## src/rtl/artl_pkg.sv

```systemverilog
package artl_pkg;

    localparam int ADDR_W  = 48;
    localparam int END_W   = 49;
    localparam int COUNT_W = 7;

    typedef enum logic [1:0] {
        CMD_CLEAR = 2'd0,
        CMD_ADD   = 2'd1,
        CMD_QUERY = 2'd2,
        CMD_NONE  = 2'd3
    } cmd_t;

    typedef struct packed {
        logic [1:0]        cmd;
        logic [ADDR_W-1:0] addr;
        logic [ADDR_W-1:0] span_len;
        logic              is_writable;
        logic              is_image;
    } in_item_t;

    typedef struct packed {
        logic               hit;
        logic               span_ok;
        logic [ADDR_W-1:0]  hit_start;
        logic [END_W-1:0]   hit_end;
        logic               hit_writable;
        logic               hit_image;
        logic               merged;
        logic               table_full;
        logic [COUNT_W-1:0] region_count;
    } out_item_t;

    // command after front-end classification
    typedef struct packed {
        cmd_t              cmd;
        logic [ADDR_W-1:0] addr;
        logic [ADDR_W-1:0] span_len;
        logic [END_W-1:0]  span_end;
        logic              is_writable;
        logic              is_image;
    } work_t;

    typedef enum logic [2:0] {
        ST_IDLE,
        ST_MERGE_RD,
        ST_SEARCH,
        ST_SHIFT_RD,
        ST_SHIFT_WR,
        ST_HIT_RD,
        ST_DONE
    } state_t;

endpackage

```

## src/rtl/artl_front.sv

```systemverilog
module artl_front (
    input  logic                clk,
    input  logic                rst_n,
    input  logic                in_valid,
    output logic                in_stall,
    input  artl_pkg::in_item_t  in_item,
    output logic                q_valid,
    input  logic                q_pop,
    output artl_pkg::work_t     q_item
);
    import artl_pkg::*;

    // two-entry queue between front and back
    work_t      slot_reg [2];
    logic       wr_ptr_reg, rd_ptr_reg;
    logic [1:0] fill_reg;
    work_t      w;
    logic       push;

    always_comb
    begin
        w.cmd         = cmd_t'(in_item.cmd);
        w.addr        = in_item.addr;
        w.span_len    = in_item.span_len;
        w.span_end    = {1'b0, in_item.addr} + {1'b0, in_item.span_len};
        w.is_writable = in_item.is_writable;
        w.is_image    = in_item.is_image;
    end

    assign in_stall = (fill_reg == 2'd2);
    assign push     = in_valid && !in_stall;
    assign q_valid  = (fill_reg != 2'd0);
    assign q_item   = slot_reg[rd_ptr_reg];

    always_ff @(posedge clk)
    begin
        if (push)
        begin
            slot_reg[wr_ptr_reg] <= w;
        end
    end

    always_ff @(posedge clk or negedge rst_n)
    begin
        if (!rst_n)
        begin
            wr_ptr_reg <= 1'b0;
            rd_ptr_reg <= 1'b0;
            fill_reg   <= 2'd0;
        end
        else
        begin
            if (push)
            begin
                wr_ptr_reg <= !wr_ptr_reg;
            end
            if (q_pop && q_valid)
            begin
                rd_ptr_reg <= !rd_ptr_reg;
            end
            fill_reg <= fill_reg + 2'(push) - 2'(q_pop && q_valid);
        end
    end

    assert property (@(posedge clk) disable iff (!rst_n) fill_reg <= 2'd2)
        else $error("queue overfilled");
    assert property (@(posedge clk) disable iff (!rst_n)
        (fill_reg == 2'd2 && !q_pop) |=> (fill_reg == 2'd2))
        else $error("queue lost an item");
    assert property (@(posedge clk) disable iff (!rst_n)
        (fill_reg == 2'd0) |-> !q_pop || !q_valid)
        else $error("pop from empty queue");

endmodule

```

## config.mk

```make
export PLATFORM = sky130hd
export DESIGN_NAME = artl_front
export DESIGN_NICKNAME = d
export VERILOG_FILES = /design/src/rtl/artl_pkg.sv /design/src/rtl/artl_front.sv
export SDC_FILE = /design/constraint.sdc
export NUM_CORES = 1
export LEC_CHECK = 0
export BUFFER_PORTS_ARGS = -buffer_cell sky130_fd_sc_hd__buf_2
export CORE_ASPECT_RATIO = 0.75
export CORE_MARGIN = 2
export CORE_UTILIZATION = 50
export CTS_CLUSTER_DIAMETER = 40
export DETAILED_ROUTE_END_ITERATION = 8
export PLACE_DENSITY_LB_ADDON = 0.1
export SETUP_SLACK_MARGIN = 0.05
export SLEW_MARGIN = 20
export SYNTH_ARGS = -nofsm -noshare
export SYNTH_HDL_FRONTEND = slang
export SYNTH_SLANG_ARGS = --single-unit
```

## constraint.sdc

```tcl
create_clock -name clk -period 11.1 [get_ports clk]
set_input_delay 2.22 -clock clk [delete_from_list [all_inputs] [get_ports clk]]
set_output_delay 2.22 -clock clk [all_outputs]
set_load 0.005 [all_outputs]
```

* Yosys cells after proc, flatten, opt, wreduce, memory -nomap -nowiden *
Memories as Yosys holds them, arrays and structs flattened.
Cells that the tools add are included.

word-level totals
  output and inout bits = 151
  register bits after elaboration = 4
  RAM bits = 298
  memories = 1
  logic and storage cells = 16

operators by class
  equal/unequal tests = 1
  reductions and logical operators = 6
  muxes and demuxes = 2
  add/subtract/negate cells = 3

memory list
  memory    words  width  read ports  clocked after Yosys merged registers in  wr ports  line              RTL
  slot_reg  2      149    1           0                                        1         artl_front.sv:14  work_t slot_reg [2];

operators by type and width
  operator                                     count
  adder 48 x 48 -> 49 bit                      1
  zero test 1 bit                              3
  adder 2 x 1 -> 2 bit                         1
  equality test 2 bit (second input constant)  1
  logical AND 1 bit                            2
  2-to-1 mux 1 bit                             2
  nonzero test 2 bit                           1
  subtractor 2 x 1 -> 2 bit                    1

* Logic depth before layout (Yosys ltp) *
Gate-level depths: netlist of run 1.

  depth after elaboration = 5
  mapped depth = 12

* Least setup slack after synthesis of run 1 *
OpenSTA, ideal clock, no wires.

  path kind = input -> register
  start = input in_valid
  end = memory slot_reg[0][0] (netlist name) (enable)
  setup slack = 1.941 ns
  buffers on the path = 0
  setup time = 0.659 ns
  cell stages on the path = 2
  data required time = 10.441 ns
  arrival time = 8.500 ns
  cells stage by stage = nand2_1 > nor2_1

between the ends
  cells in the longest elaborated chain, start to end = 3

RTL lines
  what                                    line              RTL
  start: declaration                      artl_front.sv:4   input logic in_valid,
  logical AND 1 bit                       artl_front.sv:31  assign push = in_valid && !in_stall;
  2-to-1 mux 1 bit                        artl_front.sv:37  if (push)
  2-to-1 mux 1 bit (not written as such)  artl_front.sv:39  slot_reg[wr_ptr_reg] <= w;
  end: declaration                        artl_front.sv:14

No other way between the ends.

==> results of run 1 <==
==> cell families (layout without fill, tap and decap cells) <==
group,count (synthesis),after routing
multiplexers,149,149
AO/OA/AOI/OAI,156,156
adder cells (fa/ha/maj),51,51
flip-flops,302,302
AND/OR/NAND/NOR,117,117
XOR/XNOR,46,46
buffers and inverters,42,328
==> cell type report <==
cell class / count / share of cell area [%]
Clock buffer: 43 / 5.79
Tap cell: 351 / 2.68
Clock inverter: 20 / 1.27
Sequential cell: 302 / 55.2
Timing Repair Buffer: 259 / 8.06
Inverter: 6 / 0.137
Multi-Input combinational cell: 519 / 26.8
==> placed cells by master (no fill, tap or decap), types with 7 or more instances in the layout <==
| cell type | count |
|---|---|
| nor2b_1 | 8 |
| edfxtp_1 | 298 |
| o21a_1 | 12 |
| a21o_1 | 26 |
| nand3_1 | 11 |
| o21bai_1 | 9 |
| o21ai_0 | 16 |
| a21oi_1 | 47 |
| xnor2_1 | 22 |
| buf_2 | 254 |
| mux2_2 | 149 |
| nor2_1 | 20 |
| xor2_1 | 24 |
| ha_1 | 50 |
| clkbuf_16 | 37 |
| o21ai_1 | 7 |
| and2_1 | 7 |
| nand2_1 | 34 |
| nand4_1 | 9 |
| nand2b_1 | 7 |
==> per-stage QoR <==
| step | cells | cell area [um^2] | hold WS [ns] | util [%] |
|---|---|---|---|---|
| detailed placement | 1437 | 15200 | 0.483 | 56.7 |
| finish | 1500 | 16400 | 0.491 | 61.0 |
| floorplan | 863 | 13600 | 0.460 | - |
| global route | 1500 | 16400 | 0.529 | 61.0 |
| CTS | 1500 | 16400 | 0.496 | 61.0 |
| global placement | 1437 | 15200 | 0.483 | 56.7 |
==> Yosys cell counts, drive strengths merged (3+ instances only) <==
cell / number / share of area, %
mux2: 149 / 12
nor2: 21 / 0.58
ha: 50 / 4.6
dfrtp: 4 / 0.74
a21oi: 48 / 1.8
buf: 8 / 0.29
a211oi: 4 / 0.26
o21a: 13 / 0.77
and3: 7 / 0.32
edfxtp: 298 / 66
nand2b: 7 / 0.32
xor2: 24 / 1.5
and2: 7 / 0.32
nand2: 34 / 0.94
o31ai: 4 / 0.26
nand3: 11 / 0.40
a21o: 26 / 1.4
nor3: 3 / 0.11
inv: 6 / 0.17
xnor2: 22 / 1.4
o21ai: 23 / 0.85
a31oi: 3 / 0.14
clkbuf: 28 / 0.77
nor2b: 8 / 0.37
a221oi: 3 / 0.24
o211ai: 6 / 0.33
o21bai: 9 / 0.50
nand4: 9 / 0.41
==> worst max-delay path by stage <==
stage	startpoint	slack (ns)	depth (start not counted)	to
finish	in_item[2]	6.05	13	slot_reg[1][48]
global route	in_item[2]	5.78	13	slot_reg[0][48]
CTS	in_item[2]	6.03	13	slot_reg[1][48]
detailed placement	in_item[2]	5.51	13	slot_reg[0][48]
global placement	in_item[2]	5.60	13	slot_reg[0][48]
floorplan	in_valid	1.94	2	slot_reg[0][0]
==> metal layers <==
metal	part of all wire [%]	vias to the layer above
met3	8.2	41
li1	-	3901
met5	0	-
met2	43	297
met4	1.4	0
met1	47	4011
==> worst max-delay path, stage by stage <==
cell and delay [ns]:
buf_2 0.12, ha_1 0.23, fa_1 0.43, a211oi_1 0.27
o21a_1 0.23, a211oi_2 0.14, o211ai_1 0.24, a21oi_1 0.17
a31oi_1 0.30, o21ai_1 0.17, a311oi_1 0.42, o211ai_1 0.17
xor2_1 0.17
==> power groups by stage <==
stage | logic [uW] | registers (uW) | clock network [uW]
floorplan | 704 | 1700 | 0
global placement | 1140 | 1690 | 0
detailed placement | 1140 | 1700 | 0
CTS | 1150 | 1680 | 1170
global route | 1230 | 1700 | 1210
finish | 1130 | 1680 | 1130
==> results by group, run 1 <==
STA
  • Worst Max-Slew Pin Slew: 1.07 ns
  • Setup TNS: 0 ns
  • Final Slew Violations: 0
  • Worst Slack Setup Final: 6.05 ns
  • Relative slew slack: 28.4%
  • Final Hold Viols: 0
  • Period Utilization, post-route: 45.5%
  • RSZ-0062 raised after global routing: false
  • Minimum clock period: 5.05 ns
  • Setup violators final: 0
  • Maximum clock rate: 198 MHz
  • Clock skew: 0.00975 ns

Floorplan
  • Die Ht: 147 um
  • Core area: 0.0269 mm^2
  • Io pins: 255
  • Row count: 52
  • Die width: 194 um
  • Initial Util: 50.6%
  • DIE AREA: 0.0285 mm^2

Placement
  • DPL Wire Length: 19900 um
  • Pre-CTS worst setup slack: 5.51 ns
  • IO buf count: 254
  • Final GP Congestion: 0.843

Power and ir drop
  • Final Power: 3930 uW
  • Clk pwr share: 28.8%
  • Worst vdd ir: 140 uV
  • Pint: 2810 uW
  • Pwr Density: 240 mW/mm^2
  • Lkg Pwr: 0.00626 uW
  • Logic pwr share: 28.6%
  • Reg power frac: 42.6%
  • Sw frac: 28.5%
  • Reported net switching power: 1120 uW

Synth
  • Synthesized area: 0.0136 mm^2
  • Synth cell types: 63
  • Post-synthesis register bit count: 302
  • Sequential fraction of the synthesis area: 66.5%
  • Yosys warnings: 0
  • XOR/XNOR Fraction of Synth Area: 2.96%
  • Post-Synth Simple-Gate Area: 4.36%
  • Primary FF master, synth: edfxtp_1
  • Avg Inst Size Synth: 15.8 um^2
  • Compound-gate portion of the synthesized area: 7.84%
  • EDFF count, synth: 298
  • Main combinational cell family by area after synthesis: multiplexers
  • Adder-Cell Fraction of Synth Area: 4.75%
  • Mux contribution to synthesized area: 12.3%
  • Synthesized net count: 1018
  • FFs w/ async S/R, synth: 1.32%
  • Mapped Cells: 863

Global routing
  • Initial antenna violation count: 0
  • Gr busiest metal: met1
  • Vias in the first global route: 8062
  • Met2 Usage GRT: 29.5%
  • Pin count of the biggest net entering global routing: 150
  • First-pass GRT wire length: 45500 um
  • Grt met3 use: 5.46%
  • Met1 Usage GRT: 30.8%
  • Global Route Usage Sum: 20.3%
  • GR Overflow Total: 0

Min path
  • Worst Hold Class: reg -> reg
  • Worst min-delay path startpoint: fill_reg[1]
  • Worst Hold Depth: 1
  • WHS Endpoint: fill_reg[1]

Clock network
  • Post-CTS setup buffers: 0
  • Max Root-Sink Buffers: 3
  • CTS Hold Bufs: 0
  • Clock Pin Slew Worst Setup and Hold Paths: 0.06 ns
  • CTS H-tree lvls: 2
  • Clock Latency Late Sink: 0.50 ns
  • TritonCTS Buffers: 37
  • Clk sinks: 302
  • Root Buffer: clkbuf_16
  • Post-cts resize count: 0
  • CTS tree: built

Drt
  • Via/cell ratio: 5.50
  • WL/cell: 19.4 um
  • Vias: 8250
  • Routed Antenna Nets: 0
  • Initial DRC count: 564
  • Drt drc: 15
  • DRT Pass-1 Iters: 9
  • Total wire length: 29100 um

Worst setup path
  • Worst-path fanout max: 4
  • RR Endpoint: slot_reg[1][122]
  • Reg2Reg Setup Slack: 8.19 ns
  • Critical path data arrival time: 5.28 ns
  • Crit start category: input port
  • FF-to-FF Start: fill_reg[1]
  • WP data required: 11.33 ns
  • Critical Path Sink Type: register
  • Worst R2R Path Depth: 4
  • CP Class: in -> reg

Layout
  • Largest register FFs: 298
  • Multi-input logic area: 0.00440 mm^2
  • N_diodes: 0
  • Register area: 0.00905 mm^2
  • Layout cell share with drive strength beyond 1: 41.3%
  • Final #Nets: 1280
  • Fillcell total: 2125
  • Synth-to-Final Area Change: 20.5%

Flow run
  • Max Cap Viol: 0

Status
  • Run status: finished with violations
  • Violated checks: DRC
No activity file was read; power rests on OpenSTA's default activity.
==> run 2: changes to the inputs <==
- clock period: 11.1 -> 4.12 ns (I/O delays scaled with it)
==> results by group, run 2 (synthesized netlist as in run 1, its figures left out) <==
Status
  • Run status: finished with violations
  • Violated checks: DRC

Worst setup path
  • Worst path bufs/invs: 1 (unchanged)
  • List of cells traversed by the critical path: buf_2, ha_1, fa_1, a211oi_1, o21a_1, a211oi_2, o211ai_1, a21oi_1, a31oi_1, o21ai_1, a311oi_1, o211ai_1, xor2_1
  • Worst-path fanout max: 4 (unchanged)
  • Slowest stage delay, CP: 0.43 ns (about the same)
  • CP dominant cell by count: o211ai_1
  • Cell family with most CP delay: compound AO/OA/AOI/OAI gates
  • CP Class: in -> reg
  • WP data required: 4.35 ns (-6.98 ns)
  • Critical Path Sink Type: register
  • Critical path data arrival time: 3.94 ns (-1.34 ns)
  • Slowest-stage cell, CP: fa_1
  • Crit start category: input port

Power and ir drop
  • Pint: 7550 uW (+170%)
  • Pwr Density: 641 mW/mm^2 (+170%)
  • Logic pwr share: 29.1% (+0.5 points)
  • Clk pwr share: 28.0% (-0.8 points)
  • Reg power frac: 42.9% (+0.3 points)
  • Sw frac: 28.6% (+0.086 points)
  • Worst vdd ir: 367 uV (+160%)
  • Reported net switching power: 3020 uW (+170%)
  • Lkg Pwr: 0.00632 uW (+0.84%)

Drt
  • Drt drc: 16 (+1)
  • Routed Antenna Nets: 0 (unchanged)
  • Vias: 8261 (+0.13%)
  • Via/cell ratio: 5.46 (-0.66%)
  • Initial DRC count: 410 (-27%)
  • DRT Pass-1 Iters: 9 (unchanged)
  • Total wire length: 28600 um (-1.6%)
  • WL/cell: 18.9 um (-2.4%)

Global routing
  • Pin count of the biggest net entering global routing: 150 (unchanged)
  • Global Route Usage Sum: 19.7% (-0.56 points)
  • Initial antenna violation count: 0 (unchanged)
  • Vias in the first global route: 8023 (-0.48%)
  • GR Overflow Total: 0 (unchanged)
  • First-pass GRT wire length: 44100 um (-2.9%)

STA
  • Minimum clock period: 3.71 ns
  • Final Hold Viols: 0 (unchanged)
  • Worst Slack Setup Final: 0.413 ns (-5.64 ns)
  • Period Utilization, post-route: 90.0%
  • RSZ-0062 raised after global routing: false
  • Setup violators final: 0 (unchanged)
  • Worst Max-Slew Pin Slew: 0.894 ns (-0.180 ns)
  • Relative slew slack: 40.4% (+12 points)
  • Maximum clock rate: 270 MHz
  • Final Slew Violations: 0 (unchanged)
  • Clock skew: 0.0114 ns (+0.00166 ns)

Clock network
  • Post-CTS setup buffers: 0 (unchanged)
  • Max Root-Sink Buffers: 3 (unchanged)
  • CTS tree: built
  • Clock Latency Late Sink: 0.50 ns (about the same)
  • CTS Hold Bufs: 0 (unchanged)
  • CTS H-tree lvls: 2 (unchanged)
  • TritonCTS Buffers: 36 (-2.7%)
  • Clk sinks: 302 (unchanged)
  • Root Buffer: clkbuf_16
  • Post-cts resize count: 0 (unchanged)
  • Clock Pin Slew Worst Setup and Hold Paths: 0.06 ns (about the same)

Layout
  • Synth-to-Final Area Change: 21.4%
  • N_diodes: 0 (unchanged)
  • Largest register FFs: 298 (unchanged)
  • Most frequent cells in the layout: 298 x edfxtp_1, 254 x buf_2, 149 x mux2_2, 50 x ha_1, 47 x a21oi_1
  • Commonest non-fill, non-tap cell in the layout: edfxtp_1
  • Final instance area: 0.0165 mm^2 (+0.71%)
  • Layout cell share with drive strength beyond 1: 41.9% (+0.61 points)
  • Final #Nets: 1291 (+0.86%)

Floorplan
  • Initial Util: 50.6% (unchanged)
  • DIE AREA: 0.0285 mm^2 (unchanged)
  • Io pins: 255 (unchanged)
  • Core area: 0.0269 mm^2 (unchanged)
  • Die width: 194 um (unchanged)
  • Row count: 52 (unchanged)
  • Die Ht: 147 um (unchanged)

Flow run
  • Max Cap Viol: 0 (unchanged)

Min path
  • Worst Hold Class: in -> async

Placement
  • Placed inst area: 0.0154 mm^2 (+0.92%)
  • Final GP Congestion: 0.814 (-3.5%)
  • IO buf count: 254 (unchanged)
  • Pre-CTS worst setup slack: -0.0923 ns (-5.60 ns)
  • DPL Wire Length: 19800 um (-0.59%)
## run 2: cell count changes in the layout (fill, tap and decap cells not counted), sizes merged
cell / change
bufinv: -1
clkinvlp: +3
clkbuf: -4
inv: -5
clkinv: +7
buf: +12
## run 2: layer usage
layer | track usage, % | wire [um] | vias up
met1 | 29.8 | 13700 | 4059
met3 | 5.35 | 2270 | 33
met4 | 4.35 | 390 | 0
li1 | - | - | 3920
met5 | 0 | 0 | -
met2 | 28.7 | 12300 | 249
## run 2: power by group through the flow
stage / clock network (uW) / registers, uW / logic [uW]
2_1_floorplan: 0 / 4490 / 1900
3_3_place_gp: 0 / 4570 / 3110
3_5_place_dp: 0 / 4610 / 3110
4_1_cts: 3040 / 4550 / 3130
5_1_grt: 3140 / 4620 / 3360
6_report: 2960 / 4540 / 3070
## run 2: worst paths after layout
path	startpoint	to	slack (ns)	depth (start not counted)
max	in_item[2]	slot_reg[1][48]	0.41	13
min	rst_n	fill_reg[0]	0.12	1
max reg2reg	fill_reg[1]	slot_reg[1][26]	2.12	3
min reg2reg	fill_reg[1]	fill_reg[1]	0.50	1
max in group asynchronous	rst_n	rd_ptr_reg	3.86	1
min in group clk	fill_reg[1]	fill_reg[1]	0.50	1
## run 2: stage by stage
step	TNS (ns)	power, uW	hold WS [ns]	cells	utilization, %
final	0	10600	0.121	1512	61.4
after global routing	0	11100	0.107	1512	61.4
after CTS	0	10700	0.102	1512	61.4
after detailed placement	-0.185	7720	0.488	1449	57.2
after global placement	0	7680	0.477	1449	57.2
after floorplan	0	6390	0.460	863	-
## run 2: layout make-up
class,instances,area [um^2]
well taps,351,439
flip-flops and latches,302,9050
inverters,6,22.5
clock buffers,39,933
multi-input cells,519,4400
clock inverters,24,199
fillers,2096,10400
repair buffers,271,1460
==> run 3: changes to the inputs <==
- CORE_ASPECT_RATIO: 0.75 -> 1.25
==> results by group, run 3 (synthesized netlist as in run 1, its figures left out) <==
Drt
  • Via/cell ratio: 5.46 (about the same)
  • DRT Pass-1 Iters: 5 (-4)
  • Total wire length: 28500 um (-0.37%)
  • Vias: 8239 (-0.27%)
  • Drt drc: 0 (-16)
  • Routed Antenna Nets: 0 (unchanged)
  • Initial DRC count: 426 (+3.9%)
  • WL/cell: 18.9 um (-0.17%)

Clock network
  • Clk sinks: 302 (unchanged)
  • Clock Pin Slew Worst Setup and Hold Paths: 0.06 ns (about the same)
  • Root Buffer: clkbuf_16
  • TritonCTS Buffers: 38 (+5.6%)
  • CTS H-tree lvls: 2 (unchanged)
  • Post-cts resize count: 0 (unchanged)
  • Max Root-Sink Buffers: 3 (unchanged)
  • Post-CTS setup buffers: 0 (unchanged)
  • Clock Latency Late Sink: 0.51 ns (about the same)
  • CTS Hold Bufs: 0 (unchanged)
  • CTS tree: built

Flow run
  • Max Cap Viol: 0 (unchanged)

STA
  • Clock skew: 0.0129 ns (+0.00151 ns)
  • Setup TNS: 0 ns (unchanged)
  • Setup violators final: 0 (unchanged)
  • Relative slew slack: 55.0% (+15 points)
  • Fin Hold WS: 0.110 ns (-0.0113 ns)
  • Final Slew Violations: 0 (unchanged)
  • Period Utilization, post-route: 88.2% (-1.7 points)
  • Worst Max-Slew Pin Slew: 0.674 ns (-0.221 ns)
  • Final Hold Viols: 0 (unchanged)
  • RSZ-0062 raised after global routing: false
  • Maximum clock rate: 275 MHz (+2.0%)
  • Minimum clock period: 3.64 ns (-0.0713 ns)

Worst setup path
  • CP Class: in -> reg
  • WP data required: 4.35 ns (about the same)
  • FF-to-FF Start: fill_reg[1]
  • Worst R2R Path Depth: 4 (+1)
  • RR Endpoint: slot_reg[0][79]
  • Crit start category: input port
  • Worst-path fanout max: 4 (unchanged)
  • Reg2Reg Setup Slack: 2.06 ns (-0.06 ns)
  • Critical Path Sink Type: register
  • Critical path data arrival time: 3.87 ns (-0.07 ns)

Floorplan
  • Initial Util: 50.7% (+0.085 points)
  • Io pins: 255 (unchanged)
  • Die Ht: 188 um (+28%)
  • DIE AREA: 0.0285 mm^2 (about the same)
  • Die width: 152 um (-22%)
  • Row count: 67 (+29%)
  • Core area: 0.0268 mm^2 (-0.17%)

Power and ir drop
  • Worst vdd ir: 407 uV (+11%)
  • Lkg Pwr: 0.00636 uW (+0.72%)
  • Pwr Density: 648 mW/mm^2 (+1.1%)

Min path
  • Worst Hold Class: in -> async

Layout
  • Layout cell share with drive strength beyond 1: 42.3% (+0.39 points)
  • Most frequent cells in the layout: 298 x edfxtp_1, 254 x buf_2, 149 x mux2_2, 50 x ha_1, 47 x a21oi_1
  • Largest register FFs: 298 (unchanged)
  • Synth-to-Final Area Change: 21.9%
  • Commonest non-fill, non-tap cell in the layout: edfxtp_1
  • Final #Nets: 1292 (+0.077%)
  • Fin cells: 1509 (-0.20%)

Global routing
  • Initial antenna violation count: 3 (+3)
  • Pin count of the biggest net entering global routing: 87 (-42%)
  • Global Route Usage Sum: 19.6% (-0.099 points)
  • First-pass GRT wire length: 43600 um (-1.1%)
  • Vias in the first global route: 8297 (+3.4%)
  • GR Overflow Total: 0 (unchanged)

Placement
  • IO buf count: 254 (unchanged)
  • DPL Wire Length: 19700 um (-0.16%)
  • Final GP Congestion: 0.847 (+4.1%)
  • Placed insts: 1442 (-0.48%)

Status
  • Run status: complete, no violations
## run 3: critical path, stage by stage
cell,delay [ns]
buf_2,0.12
ha_1,0.23
fa_1,0.44
a211oi_1,0.26
o21a_1,0.21
a211oi_2,0.12
o211ai_1,0.24
a21oi_1,0.14
a31oi_1,0.33
o21ai_1,0.18
a311oi_1,0.44
o211ai_1,0.17
xor2_1,0.19
## run 3: cell type report
type | instances | area [um^2]
multi-input cells | 519 | 4400
repair buffers | 270 | 1450
flip-flops and latches | 302 | 9050
well taps | 345 | 432
clock buffers | 41 | 983
diodes | 2 | 5.00
fillers | 2105 | 10200
inverters | 6 | 22.5
clock inverters | 24 | 235
## run 3: per-stage QoR
step	setup WS, ns	power [uW]	instance area, um^2	util, %
after floorplan	0.524	6390	13600	-
after global placement	0.0605	7670	15400	57.3
after detailed placement	-0.0154	7710	15400	57.3
after CTS	0.493	10900	16600	61.8
after global routing	0.362	11300	16600	61.8
final	0.484	10700	16600	61.8
## run 3: how the worst max path moves through the flow
stage	cells after the start	slack (ns)	from	endpoint
floorplan	12	0.52	in_item[2]	slot_reg[0][48]
global placement	13	0.06	in_item[2]	slot_reg[0][48]
detailed placement	13	-0.02	in_item[2]	slot_reg[0][48]
CTS	13	0.49	in_item[2]	slot_reg[1][48]
global route	13	0.36	in_item[2]	slot_reg[1][48]
finish	13	0.48	in_item[2]	slot_reg[0][48]
## run 3: report_power, final
group          switching [uW]  internal (uW)
Clock                    1230           1930
Combinational            1620           1480
Sequential                193           4280
Total                    3050           7690
## run 3: routing by layer
layer	vias up	GRT usage (%)	wire length, um
li1	3919	-	-
met1	4029	23.9	11200
met2	240	34.4	14700
met3	49	4.43	1840
met4	2	6.48	760
met5	-	0	13
